$ cat src/sv/rltt_pkg.sv
// Package: types, codes and constants of the redo log transaction tracker
`timescale 1ns / 1ps

package rltt_pkg;

    localparam int LOG_CAPACITY_DEF = 30;
    localparam int QUEUE_DEPTH      = 2;
    localparam int COUNT_W          = 5;
    localparam int OPEN_W           = 6;
    localparam int CFG_INDEX_W      = 2;
    localparam int CFG_DATA_W       = 32;

    localparam logic [1:0] CMD_BEGIN = 2'd0;
    localparam logic [1:0] CMD_END   = 2'd1;
    localparam logic [1:0] CMD_WRITE = 2'd2;

    localparam logic [CFG_INDEX_W-1:0] CFG_LOG_START = 2'd0;
    localparam logic [CFG_INDEX_W-1:0] CFG_LOG_AREA  = 2'd1;
    localparam logic [CFG_INDEX_W-1:0] CFG_MAX_OP    = 2'd2;

    localparam logic [2:0] ST_OK         = 3'd0;
    localparam logic [2:0] ST_MUST_WAIT  = 3'd1;
    localparam logic [2:0] ST_TOO_BIG    = 3'd2;
    localparam logic [2:0] ST_OUTSIDE_TX = 3'd3;
    localparam logic [2:0] ST_END_NO_OP  = 3'd4;

    localparam logic [1:0] ACT_ACK    = 2'd0;
    localparam logic [1:0] ACT_COPY   = 2'd1;
    localparam logic [1:0] ACT_HEADER = 2'd2;

    localparam logic [31:0] LOG_START_RST = 32'd2;
    localparam logic [6:0]  LOG_AREA_RST  = 7'd30;
    localparam logic [4:0]  MAX_OP_RST    = 5'd10;

    typedef enum logic [1:0] {
        KIND_BEGIN,
        KIND_END,
        KIND_WRITE,
        KIND_NOP
    } kind_t;

    typedef struct packed {
        logic [1:0]  command;
        logic [31:0] block_number;
    } in_beat_t;

    typedef struct packed {
        logic [2:0]  status;
        logic [1:0]  action;
        logic [31:0] source_block;
        logic [31:0] dest_block;
        logic [4:0]  header_count;
        logic        last;
    } out_beat_t;

    typedef struct packed {
        kind_t       kind;
        logic [31:0] block_number;
    } queue_entry_t;

    typedef enum logic [3:0] {
        S_IDLE,
        S_ACK,
        S_SRCH_RD,
        S_SRCH_CMP,
        S_C1_RD,
        S_C1_OUT,
        S_HDR1,
        S_C2_RD,
        S_C2_OUT,
        S_HDR2
    } state_t;

endpackage

$ cat src/sv/rltt_front.sv
// Front end: accepts input beats, classifies the command, queues them
`timescale 1ns / 1ps

module rltt_front (
    input  logic                  aclk,
    input  logic                  aresetn,
    input  logic                  s_valid,
    output logic                  s_ready,
    input  rltt_pkg::in_beat_t    s_data,
    output logic                  q_valid,
    output rltt_pkg::queue_entry_t q_entry,
    input  logic                  q_pop
);

    localparam int PTR_W = (rltt_pkg::QUEUE_DEPTH > 1) ? $clog2(rltt_pkg::QUEUE_DEPTH) : 1;
    localparam int CNT_W = $clog2(rltt_pkg::QUEUE_DEPTH + 1);

    rltt_pkg::queue_entry_t slot_reg [rltt_pkg::QUEUE_DEPTH];
    logic [PTR_W-1:0] wr_ptr_reg, wr_ptr_next;
    logic [PTR_W-1:0] rd_ptr_reg, rd_ptr_next;
    logic [CNT_W-1:0] cnt_reg, cnt_next;
    rltt_pkg::queue_entry_t entry_in;
    logic push, pop;

    always_comb begin
        entry_in.block_number = s_data.block_number;
        case (s_data.command)
            rltt_pkg::CMD_BEGIN: entry_in.kind = rltt_pkg::KIND_BEGIN;
            rltt_pkg::CMD_END:   entry_in.kind = rltt_pkg::KIND_END;
            rltt_pkg::CMD_WRITE: entry_in.kind = rltt_pkg::KIND_WRITE;
            default:             entry_in.kind = rltt_pkg::KIND_NOP;
        endcase
    end

    assign s_ready = (cnt_reg != CNT_W'(rltt_pkg::QUEUE_DEPTH));
    assign q_valid = (cnt_reg != '0);
    assign q_entry = slot_reg[rd_ptr_reg];
    assign push    = s_valid && s_ready;
    assign pop     = q_pop && q_valid;

    always_comb begin
        wr_ptr_next = wr_ptr_reg;
        rd_ptr_next = rd_ptr_reg;
        if (push) begin
            wr_ptr_next = (wr_ptr_reg == PTR_W'(rltt_pkg::QUEUE_DEPTH - 1)) ? '0
                                                                            : wr_ptr_reg + 1'b1;
        end
        if (pop) begin
            rd_ptr_next = (rd_ptr_reg == PTR_W'(rltt_pkg::QUEUE_DEPTH - 1)) ? '0
                                                                            : rd_ptr_reg + 1'b1;
        end
        cnt_next = cnt_reg + CNT_W'(push) - CNT_W'(pop);
    end

    always_ff @(posedge aclk) begin
        if (!aresetn) begin
            wr_ptr_reg <= '0;
            rd_ptr_reg <= '0;
            cnt_reg    <= '0;
        end else begin
            wr_ptr_reg <= wr_ptr_next;
            rd_ptr_reg <= rd_ptr_next;
            cnt_reg    <= cnt_next;
        end
    end

    always_ff @(posedge aclk) begin
        if (push) begin
            slot_reg[wr_ptr_reg] <= entry_in;
        end
    end

endmodule

$ cat src/sv/rltt_back.sv
// Back end: transaction state, block table, commit sequencer, result register
`timescale 1ns / 1ps

module rltt_back #(
    parameter int LOG_CAPACITY = rltt_pkg::LOG_CAPACITY_DEF
) (
    input  logic                                aclk,
    input  logic                                aresetn,
    input  logic                                cfg_wr_en,
    input  logic [rltt_pkg::CFG_INDEX_W-1:0]    cfg_index,
    input  logic [rltt_pkg::CFG_DATA_W-1:0]     cfg_data,
    input  logic                                q_valid,
    input  rltt_pkg::queue_entry_t              q_entry,
    output logic                                q_pop,
    output logic                                m_valid,
    input  logic                                m_ready,
    output rltt_pkg::out_beat_t                 m_data
);

    localparam int IDX_W = (LOG_CAPACITY > 1) ? $clog2(LOG_CAPACITY) : 1;
    localparam int CW    = rltt_pkg::COUNT_W;
    localparam int OW    = rltt_pkg::OPEN_W;

    rltt_pkg::state_t state_reg, state_next;

    logic [31:0] log_start_reg;
    logic [6:0]  log_area_reg;
    logic [4:0]  max_op_reg;

    logic [OW-1:0]    open_reg, open_next;
    logic [CW-1:0]    logged_reg, logged_next;
    logic [IDX_W-1:0] cnt_reg, cnt_next;
    logic [2:0]       status_reg, status_next;
    logic [31:0]      blk_reg, blk_next;

    logic [31:0] table_mem [LOG_CAPACITY];
    logic [31:0] rdata_reg;
    logic             mem_we;
    logic [IDX_W-1:0] mem_wa;

    logic                m_valid_reg, m_valid_next;
    rltt_pkg::out_beat_t out_reg, out_next;
    logic                out_load;
    logic                out_free;

    logic [OW:0]     open_inc;
    logic [11:0]     need;
    logic            begin_ok;
    logic            full;
    logic            cnt_last;
    logic [31:0]     slot_blk;

    assign out_free = !m_valid_reg || m_ready;
    assign open_inc = {1'b0, open_reg} + 1'b1;
    assign need     = 12'(logged_reg) + 12'(open_inc) * 12'(max_op_reg);
    assign begin_ok = (open_reg != {OW{1'b1}}) && (need <= 12'(LOG_CAPACITY));
    assign full     = (logged_reg >= CW'(LOG_CAPACITY))
                   || ({3'b000, logged_reg} + 8'd1 >= {1'b0, log_area_reg});
    assign cnt_last = (CW'(cnt_reg) + 1'b1 == logged_reg);
    assign slot_blk = log_start_reg + 32'(cnt_reg) + 32'd1;

    // next state
    always_comb begin
        state_next = state_reg;
        unique case (state_reg)
            rltt_pkg::S_IDLE: begin
                if (q_valid) begin
                    case (q_entry.kind)
                        rltt_pkg::KIND_END: begin
                            if (open_reg == OW'(1) && logged_reg != '0) begin
                                state_next = rltt_pkg::S_C1_RD;
                            end else begin
                                state_next = rltt_pkg::S_ACK;
                            end
                        end
                        rltt_pkg::KIND_WRITE: begin
                            if (full || open_reg == '0 || logged_reg == '0) begin
                                state_next = rltt_pkg::S_ACK;
                            end else begin
                                state_next = rltt_pkg::S_SRCH_RD;
                            end
                        end
                        default: state_next = rltt_pkg::S_ACK;
                    endcase
                end
            end
            rltt_pkg::S_ACK:      if (out_free) state_next = rltt_pkg::S_IDLE;
            rltt_pkg::S_SRCH_RD:  state_next = rltt_pkg::S_SRCH_CMP;
            rltt_pkg::S_SRCH_CMP: begin
                if (rdata_reg == blk_reg || cnt_last) begin
                    state_next = rltt_pkg::S_ACK;
                end else begin
                    state_next = rltt_pkg::S_SRCH_RD;
                end
            end
            rltt_pkg::S_C1_RD:    state_next = rltt_pkg::S_C1_OUT;
            rltt_pkg::S_C1_OUT: begin
                if (out_free) begin
                    state_next = cnt_last ? rltt_pkg::S_HDR1 : rltt_pkg::S_C1_RD;
                end
            end
            rltt_pkg::S_HDR1:     if (out_free) state_next = rltt_pkg::S_C2_RD;
            rltt_pkg::S_C2_RD:    state_next = rltt_pkg::S_C2_OUT;
            rltt_pkg::S_C2_OUT: begin
                if (out_free) begin
                    state_next = cnt_last ? rltt_pkg::S_HDR2 : rltt_pkg::S_C2_RD;
                end
            end
            rltt_pkg::S_HDR2:     if (out_free) state_next = rltt_pkg::S_IDLE;
            default:              state_next = rltt_pkg::S_IDLE;
        endcase
    end

    // datapath and outputs
    always_comb begin
        q_pop       = 1'b0;
        open_next   = open_reg;
        logged_next = logged_reg;
        cnt_next    = cnt_reg;
        status_next = status_reg;
        blk_next    = blk_reg;
        mem_we      = 1'b0;
        mem_wa      = logged_reg[IDX_W-1:0];
        out_load    = 1'b0;
        out_next    = '0;
        out_next.status = status_reg;
        out_next.last   = 1'b1;
        unique case (state_reg)
            rltt_pkg::S_IDLE: begin
                if (q_valid) begin
                    q_pop       = 1'b1;
                    blk_next    = q_entry.block_number;
                    cnt_next    = '0;
                    status_next = rltt_pkg::ST_OK;
                    case (q_entry.kind)
                        rltt_pkg::KIND_BEGIN: begin
                            if (begin_ok) begin
                                open_next = open_reg + 1'b1;
                            end else begin
                                status_next = rltt_pkg::ST_MUST_WAIT;
                            end
                        end
                        rltt_pkg::KIND_END: begin
                            if (open_reg == '0) begin
                                status_next = rltt_pkg::ST_END_NO_OP;
                            end else begin
                                open_next = open_reg - 1'b1;
                            end
                        end
                        rltt_pkg::KIND_WRITE: begin
                            if (full) begin
                                status_next = rltt_pkg::ST_TOO_BIG;
                            end else if (open_reg == '0) begin
                                status_next = rltt_pkg::ST_OUTSIDE_TX;
                            end else if (logged_reg == '0) begin
                                mem_we      = 1'b1;
                                logged_next = CW'(1);
                            end
                        end
                        default: ;
                    endcase
                end
            end
            rltt_pkg::S_ACK: begin
                out_load = out_free;
            end
            rltt_pkg::S_SRCH_RD: ;
            rltt_pkg::S_SRCH_CMP: begin
                if (rdata_reg != blk_reg) begin
                    if (cnt_last) begin
                        mem_we      = 1'b1;
                        logged_next = logged_reg + 1'b1;
                    end else begin
                        cnt_next = cnt_reg + 1'b1;
                    end
                end
            end
            rltt_pkg::S_C1_RD: ;
            rltt_pkg::S_C1_OUT: begin
                out_next.action       = rltt_pkg::ACT_COPY;
                out_next.source_block = rdata_reg;
                out_next.dest_block   = slot_blk;
                out_next.last         = 1'b0;
                if (out_free) begin
                    out_load = 1'b1;
                    cnt_next = cnt_last ? '0 : cnt_reg + 1'b1;
                end
            end
            rltt_pkg::S_HDR1: begin
                out_next.action       = rltt_pkg::ACT_HEADER;
                out_next.dest_block   = log_start_reg;
                out_next.header_count = logged_reg;
                out_next.last         = 1'b0;
                out_load              = out_free;
            end
            rltt_pkg::S_C2_RD: ;
            rltt_pkg::S_C2_OUT: begin
                out_next.action       = rltt_pkg::ACT_COPY;
                out_next.source_block = slot_blk;
                out_next.dest_block   = rdata_reg;
                out_next.last         = 1'b0;
                if (out_free) begin
                    out_load = 1'b1;
                    cnt_next = cnt_reg + 1'b1;
                end
            end
            rltt_pkg::S_HDR2: begin
                out_next.action     = rltt_pkg::ACT_HEADER;
                out_next.dest_block = log_start_reg;
                if (out_free) begin
                    out_load    = 1'b1;
                    logged_next = '0;
                end
            end
            default: ;
        endcase
        m_valid_next = out_load ? 1'b1 : (m_ready ? 1'b0 : m_valid_reg);
    end

    always_ff @(posedge aclk) begin
        if (!aresetn) begin
            state_reg     <= rltt_pkg::S_IDLE;
            open_reg      <= '0;
            logged_reg    <= '0;
            m_valid_reg   <= 1'b0;
            log_start_reg <= rltt_pkg::LOG_START_RST;
            log_area_reg  <= rltt_pkg::LOG_AREA_RST;
            max_op_reg    <= rltt_pkg::MAX_OP_RST;
        end else begin
            state_reg   <= state_next;
            open_reg    <= open_next;
            logged_reg  <= logged_next;
            m_valid_reg <= m_valid_next;
            if (cfg_wr_en) begin
                case (cfg_index)
                    rltt_pkg::CFG_LOG_START: log_start_reg <= cfg_data;
                    rltt_pkg::CFG_LOG_AREA:  log_area_reg  <= cfg_data[6:0];
                    rltt_pkg::CFG_MAX_OP:    max_op_reg    <= cfg_data[4:0];
                    default: ;
                endcase
            end
        end
    end

    always_ff @(posedge aclk) begin
        cnt_reg    <= cnt_next;
        status_reg <= status_next;
        blk_reg    <= blk_next;
        if (out_load) begin
            out_reg <= out_next;
        end
    end

    always_ff @(posedge aclk) begin
        if (mem_we) begin
            table_mem[mem_wa] <= blk_next;
        end
        rdata_reg <= table_mem[cnt_reg];
    end

    assign m_valid = m_valid_reg;
    assign m_data  = out_reg;

endmodule

$ cat src/sv/redo_log_transaction_tracker_unit.sv
// Top level of the redo log transaction tracker
//
//   channel  direction  ports                          beat
//   s_       in         s_valid s_ready s_data         command, block number
//   m_       out        m_valid m_ready m_data         status, action, blocks, count, last
//   cfg_     in         cfg_wr_en cfg_index cfg_data   register write, no wait
//
// Begin, end without commit, and error beats: one result beat each.
// Log write: searches the table entry by entry (single-port table, registered read).
// Commit of n blocks: 2n+2 result beats.
// Synchronous active-low reset clears counts and queue; table contents are not cleared.
// A stalled m_ready holds the sequencer; the 2-beat input queue takes beats meanwhile until it is full.
`timescale 1ns / 1ps

module redo_log_transaction_tracker_unit #(
    parameter int LOG_CAPACITY = rltt_pkg::LOG_CAPACITY_DEF
) (
    input  logic                             aclk,
    input  logic                             aresetn,
    input  logic                             s_valid,
    output logic                             s_ready,
    input  rltt_pkg::in_beat_t               s_data,
    output logic                             m_valid,
    input  logic                             m_ready,
    output rltt_pkg::out_beat_t              m_data,
    input  logic                             cfg_wr_en,
    input  logic [rltt_pkg::CFG_INDEX_W-1:0] cfg_index,
    input  logic [rltt_pkg::CFG_DATA_W-1:0]  cfg_data
);

    logic                   q_valid;
    logic                   q_pop;
    rltt_pkg::queue_entry_t q_entry;

    rltt_front u_front (
        .aclk    (aclk),
        .aresetn (aresetn),
        .s_valid (s_valid),
        .s_ready (s_ready),
        .s_data  (s_data),
        .q_valid (q_valid),
        .q_entry (q_entry),
        .q_pop   (q_pop)
    );

    rltt_back #(
        .LOG_CAPACITY (LOG_CAPACITY)
    ) u_back (
        .aclk      (aclk),
        .aresetn   (aresetn),
        .cfg_wr_en (cfg_wr_en),
        .cfg_index (cfg_index),
        .cfg_data  (cfg_data),
        .q_valid   (q_valid),
        .q_entry   (q_entry),
        .q_pop     (q_pop),
        .m_valid   (m_valid),
        .m_ready   (m_ready),
        .m_data    (m_data)
    );

endmodule

$ cat config.mk
export PLATFORM = sky130hd
export DESIGN_NAME = redo_log_transaction_tracker_unit
export DESIGN_NICKNAME = d
export VERILOG_FILES = /design/src/sv/rltt_pkg.sv /design/src/sv/rltt_front.sv /design/src/sv/rltt_back.sv /design/src/sv/redo_log_transaction_tracker_unit.sv
export SDC_FILE = /design/constraint.sdc
export NUM_CORES = 1
export LEC_CHECK = 0
export BUFFER_PORTS_ARGS = -buffer_cell sky130_fd_sc_hd__buf_2
export CORE_MARGIN = 2
export CORE_UTILIZATION = 38
export CTS_CLUSTER_DIAMETER = 50
export DETAILED_ROUTE_END_ITERATION = 8
export SKIP_LAST_GASP = 1
export SYNTH_ARGS = -nofsm -noshare
export SYNTH_HDL_FRONTEND = slang
export SYNTH_SLANG_ARGS = --single-unit
$ cat constraint.sdc
create_clock -name aclk -period 12.7 [get_ports aclk]
set_clock_uncertainty 0.1 [all_clocks]
set_input_delay 1.905 -clock aclk [delete_from_list [all_inputs] [get_ports aclk]]
set_output_delay 1.905 -clock aclk [all_outputs]
set_load 0.01 [all_outputs]
==> summary.md, run 1 <==
| Metric | Value |
|---|---|
| Status | `completed` |
| Final slew viol count | `0` |
| CTS Root Buffer Type | `clkbuf_16` |
| Starting Density | `38.2%` |
| Clk sinks | `1240` |
| CP max FO | `12` |
| Relative slew slack | `15.1%` |
| Avg WL per Cell | `26.1 µm` |
| Cell depth of the worst hold path | `0` |
| Cell taking the most area after synthesis | `edfxtp_1` |
| Post-CTS setup buffers | `0` |
| Clock power frac | `28.7%` |
| Final period util | `44.1%` |
| Synth Area per Inst | `18.5 µm²` |
| First-pass GRT wire length | `181000 µm` |
| Clk_lat worst skew | `710 ps` |
| R2r setup slk | `7100 ps` |
| Max_cap viols | `0` |
| Layout cell share with drive strength beyond 1 | `27.3%` |
| Data arrival, critical path | `6120 ps` |
| Async SR Flop Fraction | `0%` |
| DRC | `0` |
| FMAX | `178 MHz` |
| Synthesis-stage register bit count | `1240` |
| Clock buffer count from CTS | `118` |
| Total Wirelength | `125000 µm` |
| Vias in the first global route | `26600` |
| Reg2reg end | `u_back.open_reg[4]` |
| GP Congestion | `0.856` |
| Top-count cell post-synth | `edfxtp_1` |
| Setup violators final | `0` |
| Top Ports | `150` |
| Largest register FFs | `960` |
| Number of synthesized flops with an enable pin | `1111` |
| TNS Setup | `0 ps` |
| Int Power | `8.74 mW` |
| DP Cell Count | `4537` |
| YS warnings | `0` |
| Rows | `133` |
| Vias | `26200` |
| DR pass1 iterations | `5` |
| Post-Syn Area | `50000 µm²` |
| Yosys top cell area share | `66.7%` |
| Initial DRC Count | `2797` |
| LEAKAGE | `18.6 nW` |
| Seq pwr share | `46.4%` |
| Fin crit period | `5600 ps` |
| GRT overflow | `0` |
| Final Hold Viols | `0` |
| Placement Cell Area | `53200 µm²` |
| Clk slew on worst S/H paths | `60 ps` |
| Area contributors post-synth | `edfxtp_1 67%, mux4_2 13%, dfxtp_1 5.2%, nand2_1 1.6%, mux2_2 1.4%` |
| Comb pwr share | `24.9%` |
| Die area | `134000 µm²` |
| Post-CTS sizing | `0` |
| Worst Hold Class | `reg -> reg` |
| Hold worst-path end | `u_back.m_data[74]` |
| Area Growth Syn to Fin | `14.4%` |
| GRT Total Usage | `18.3%` |
| Routed Antenna Nets | `0` |
| H-tree Lvls | `3` |
| Fillers | `11300` |
| Req. time, crit path | `13220 ps` |
| Final setup margin | `7100 ps` |
| Buffers added on ports | `149` |
| Critical path startpoint category | `flip-flop` |
| Fin area | `57200 µm²` |
| Final Non-Filler Cells | `4773` |
| Post-detail-place hpwl | `67700 µm` |
| CTS tree | `built` |
| Pre-CTS setup slack | `7110 ps` |
| Largest net degree at the start of global routing | `109` |
| Reg-to-reg startpoint | `u_back.open_reg[0]` |
| Power Density | `217 nW/µm²` |
| Worst IR Drop VDD | `0.177 mV` |
| Net Switching | `3.67 mW` |
| WS Path Type | `reg -> reg` |
| Worst-Margin Slew | `1270 ps` |
| Gate Count Post-Synth | `2709` |
| Switching Share | `29.5%` |
| Clock Tree Buf Depth | `3` |
| Synth Flop Type | `edfxtp_1` |
| Synth unique cells | `75` |
| Hold Crit Start | `u_back.status_reg[2]` |
| Post-synthesis sequential area ratio | `71.9%` |
| Worst Reg-to-Reg Cells | `17` |
| Syn nets | `2850` |
| RSZ-0062 raised after global routing | `no` |
| Core area | `131000 µm²` |
| Die Ht | `367 µm` |
| Synth top cells by count | `1111 x edfxtp_1, 288 x mux4_2, 214 x nand2_1, 129 x dfxtp_1, 103 x o21ai_0` |
| Crit end category | `flip-flop` |
| Initial antenna violation count | `15` |
| Die width | `367 µm` |
| Fin nets | `3043` |
| Via density | `5.50` |
| CTS Hold Bufs | `0` |
how the worst max path moves through the flow:
| stage | start | endpoint | slack [ps] | cells after the start |
|---|---|---|---|---|
| 6_report | u_back.open_reg[0] | u_back.open_reg[4] | 7100 | 17 |
| 2_1_floorplan | m_ready | u_back.m_data[0] | 6980 | 2 |
| 4_1_cts | u_back.open_reg[0] | u_back.open_reg[4] | 7070 | 17 |
| 3_5_place_dp | u_back.open_reg[0] | u_back.open_reg[4] | 7110 | 17 |
| 5_1_grt | u_back.open_reg[0] | u_back.open_reg[4] | 6740 | 17 |
| 3_3_place_gp | u_back.open_reg[0] | u_back.open_reg[2] | 7250 | 17 |
cell type report:
class	count	area, µm²	area share, %
multi-input cells	1263	13500	23.6
repair buffers	215	1250	2.19
diodes	11	27.5	0.0481
clock buffers	155	3240	5.67
inverters	64	240	0.420
flip-flops and latches	1240	35900	62.9
clock inverters	70	743	1.30
well taps	1755	2200	3.84
power groups by stage:
stage / clock network, mW / registers (mW) / logic (mW)
floorplan: 0 / 5.79 / 2.09
global placement: 0 / 5.83 / 3.00
detailed placement: 0 / 5.84 / 3.12
CTS: 3.62 / 5.76 / 3.13
global route: 3.79 / 5.77 / 3.36
finish: 3.57 / 5.75 / 3.09
cells by family after synthesis:
kind of cell               synth area share, %
DFF                                       71.9
muxes                                     15.5
buffers and inverters                     1.67
xor gates and xnor gates                  1.49
adders and majority gates                 2.02
AOI/OAI and AO/OA                         3.22
and+or+nand+nor                           4.21
critical path, cell delays in order, from the launching register on:
cell and delay, ps:
dfxtp_1 520, ha_1 270, nand3_1 160, xnor2_1 370
and2_1 210, fa_1 410, fa_1 510, inv_1 50
fa_1 480, inv_1 50, ha_1 390, a2111o_1 480
a41oi_2 230, o41ai_1 130, a211oi_2 340, nand4b_2 250
a211oi_1 350, mux2i_1 220
metal layers:
layer | part of all wire (%) | GRT usage (%) | wire length (µm)
met1 | 42 | 25.2 | 52500
met2 | 50 | 30.4 | 61900
met3 | 5.9 | 2.51 | 7300
met4 | 2.4 | 5.33 | 3020
met5 | 0.010 | 0 | 13
through the flow:
step / util (%) / power [mW] / hold slack [ps]
after floorplan: - / 7.87 / 300
after global placement: 40.6 / 8.83 / 307
after detailed placement: 40.6 / 8.96 / 308
after CTS: 43.6 / 12.5 / 322
after global routing: 43.7 / 12.9 / 325
final: 43.7 / 12.4 / 320
layout by cell type, fill, tap and decap left out, types with 16 or more instances in the layout:
cell          n
xnor2_1      31
nand3_1      30
mux2_2       64
nand2_1     214
fa_1         21
mux2i_1      53
buf_4        65
nor4_1       17
ha_1         47
clkbuf_16   120
inv_1        62
buf_2       149
o21ai_0      71
o21ai_2      17
mux4_2      288
nor3_1       16
nor2_1       46
nor2_4       32
clkbuf_1     24
edfxtp_1   1111
nor2b_1      17
clkinv_1     19
a21oi_1      55
dfxtp_1     128
and2_1       19
clkinv_2     23
xor2_1       54
Note: power is estimated with default switching activity, not from simulation.
==> run 2, diff against run 1 <==
Clock period 12.7 ns to 5.1 ns, I/O delays scaled along.
==> run 2 against run 1 <==
Sequential cell count stayed put. Combinational power rose to 2.5 times the previous value. Largest cell class unchanged. Highest routed layer unchanged. Via count rose by 1.2%. Count of clock-buffer cells in the layout increased by 11. First-iteration DRC count up 0.29%. Critical path depth increased by 1. Largest power group unchanged.
==> summary.md, run 2 (synthesized netlist as in run 1, its figures left out) <==
| Metric | Value |
|---|---|
| First-pass GRT wire length | `182000 µm (was 181000 µm)` |
| FMAX | `201 MHz (was 178 MHz)` |
| Clock power frac | `30.2% (was 28.7%)` |
| Crit end category | `flip-flop (unchanged)` |
| Net Switching | `9.52 mW (was 3.67 mW)` |
| Post-detail-place hpwl | `69800 µm (was 67700 µm)` |
| Cell family with most CP delay | `adder cells (unchanged)` |
| DRC | `0 (unchanged)` |
| Initial DRC Count | `2805 (was 2797)` |
| Fin crit period | `4970 ps (was 5600 ps)` |
| Critical path's slowest cell | `fa_1 (was dfxtp_1)` |
| Total power | `31.8 mW (was 12.4 mW)` |
| Relative slew slack | `13.1% (was 15.1%)` |
| Vias | `26500 (was 26200)` |
| Pre-CTS setup slack | `-98.6 ps (was 7110 ps)` |
| Slowest stage delay, CP | `490 ps (was 520 ps)` |
| Data arrival, critical path | `5520 ps (was 6120 ps)` |
| Req. time, crit path | `5650 ps (was 13220 ps)` |
| Vias in the first global route | `27000 (was 26600)` |
| Switching Share | `29.9% (was 29.5%)` |
| Max_cap viols | `0 (unchanged)` |
| Routed Antenna Nets | `0 (unchanged)` |
| Final slew viol count | `0 (unchanged)` |
| Die area | `134000 µm² (unchanged)` |
| Core area | `131000 µm² (unchanged)` |
| GRT overflow | `0 (unchanged)` |
| Fin nets | `3074 (was 3043)` |
| Initial antenna violation count | `14 (was 15)` |
| Top Ports | `150 (unchanged)` |
| Critical path startpoint category | `flip-flop (unchanged)` |
| LEAKAGE | `19.0 nW (was 18.6 nW)` |
| Final Hold Viols | `0 (unchanged)` |
| Clk slew on worst S/H paths | `60 ps (about the same)` |
| Commonest non-fill, non-tap cell in the layout | `edfxtp_1 (unchanged)` |
| Area Growth Syn to Fin | `16.5% (was 14.4%)` |
| Rows | `133 (unchanged)` |
| Total Wirelength | `125000 µm (about the same)` |
| Comb pwr share | `24.7% (was 24.9%)` |
| CTS Root Buffer Type | `clkbuf_16 (unchanged)` |
| TNS Setup | `0 ps (unchanged)` |
| Clk_lat worst skew | `730 ps (was 710 ps)` |
| Worst-Margin Slew | `1300 ps (was 1270 ps)` |
| Die width | `367 µm (unchanged)` |
| Power Density | `546 nW/µm² (was 217 nW/µm²)` |
| CTS tree | `built (unchanged)` |
| Most frequent cells in the layout | `1111 x edfxtp_1, 288 x mux4_2, 214 x nand2_1 (unchanged)` |
| Most Frequent Cell on Critical Path | `fa_1 (unchanged)` |
| Clk sinks | `1240 (unchanged)` |
| Buffers added on ports | `149 (unchanged)` |
| Status | `completed (unchanged)` |
| WS Path Type | `reg -> reg (unchanged)` |
| CP max FO | `4 (was 12)` |
| Worst Hold Class | `in -> reg (was reg -> reg)` |
| Final period util | `97.4% (was 44.1%)` |
| Clock Tree Buf Depth | `3 (unchanged)` |
| Die Ht | `367 µm (unchanged)` |
| Largest register FFs | `960 (unchanged)` |
| GP Congestion | `0.860 (was 0.856)` |
| Int Power | `22.3 mW (was 8.74 mW)` |
| GRT Total Usage | `18.4% (was 18.3%)` |
| WP buf/inv | `3 (was 2)` |
| Crit path cell chain | `ha_4 -> nand3_2 -> xnor2_2 -> and2_1 -> fa_1 -> fa_1 -> inv_1 -> fa_1 -> inv_1 -> ha_1 -> a2111o_1 -> a41oi_2 -> o41ai_2 -> a211oi_2 -> buf_4 -> nand4b_4 -> a221oi_2 -> mux2i_1 (was ha_1 -> nand3_1 -> xnor2_1 -> and2_1 -> fa_1 -> fa_1 -> inv_1 -> fa_1 -> inv_1 -> ha_1 -> a2111o_1 -> a41oi_2 -> o41ai_1 -> a211oi_2 -> nand4b_2 -> a211oi_1 -> mux2i_1)` |
| Via density | `5.52 (was 5.50)` |
| Layout cell share with drive strength beyond 1 | `29.1% (was 27.3%)` |
| Largest net degree at the start of global routing | `90 (was 109)` |
| Final setup margin | `131 ps (was 7100 ps)` |
| Seq pwr share | `45.1% (was 46.4%)` |
| DR pass1 iterations | `6 (was 5)` |
| Clock buffer count from CTS | `132 (was 118)` |
| Setup violators final | `0 (unchanged)` |
| Starting Density | `38.2% (unchanged)` |
| Avg WL per Cell | `25.9 µm (was 26.1 µm)` |
| Worst IR Drop VDD | `0.410 mV (was 0.177 mV)` |
| H-tree Lvls | `4 (was 3)` |
==> run 2: cell count changes in the layout (fill, tap and decap cells not counted), moves of 3 or more <==
cell,delta
xnor2_1,-3
clkbuf_1,-3
clkbuf_16,+14
clkinv_1,-7
inv_16,+4
dfxtp_2,+3
buf_4,-15
clkinv_2,+9
buf_12,+31
xnor2_2,+3
dfxtp_1,-4
bufinv_16,-3
==> run 2: stage by stage <==
step           util (%)  hold slack, ps  area, µm²  cells
2_1_floorplan         -             300      50000   2709
3_3_place_gp       41.0             314      53600   4550
3_5_place_dp       41.0             323      53600   4550
4_1_cts            44.3            69.1      58100   4795
5_1_grt            44.5            88.2      58200   4807
6_report           44.5             120      58200   4807
==> run 2: power by group through the flow <==
stage / registers (mW) / logic (mW) / clock network, mW
2_1_floorplan: 14.4 / 5.20 / 0
3_3_place_gp: 14.5 / 7.60 / 0
3_5_place_dp: 14.6 / 7.88 / 0
4_1_cts: 14.3 / 7.89 / 9.78
5_1_grt: 14.4 / 8.55 / 10.2
6_report: 14.4 / 7.85 / 9.62
==> run 2: what timing repair did <==
item                       in CTS  in global routing
setup buffers                   1                  3
gates resized for setup         2                 21
setup endpoints to repair       5                  7
hold buffers                    0                  0
pin swaps                       1                  6
==> run 2: final timing paths <==
check / from / to / slack [ps] / depth (start not counted)
min reg2reg: u_back.status_reg[2] / u_back.m_data[74] / 330 / 0
max reg2reg: u_back.open_reg[0] / u_back.open_reg[2] / 130 / 18
max: u_back.open_reg[0] / u_back.open_reg[2] / 130 / 18
min: s_data[11] / u_front.slot_reg[1][11] / 120 / 1
==> run 2: area by class of cell <==
| class | instances | area [µm²] |
|---|---|---|
| diodes | 9 | 22.5 |
| clock buffers | 166 | 3580 |
| clock inverters | 78 | 833 |
| fillers | 11200 | 72700 |
| inverters | 64 | 240 |
| multi-input cells | 1263 | 13600 |
| flip-flops and latches | 1240 | 36000 |
| well taps | 1755 | 2200 |
| repair buffers | 232 | 1770 |
==> run 2: per-layer routing <==
layer  wire, µm  global-route usage (%)  part of all wire, %  up-vias
met2      61500                    30.2                   49     1089
li1           -                       -                    -    11300
met4       3240                    5.77                  2.6        4
met5         20                       0                0.016        -
met3       8130                    3.06                  6.5      213
met1      51800                    25.1                   42    14000
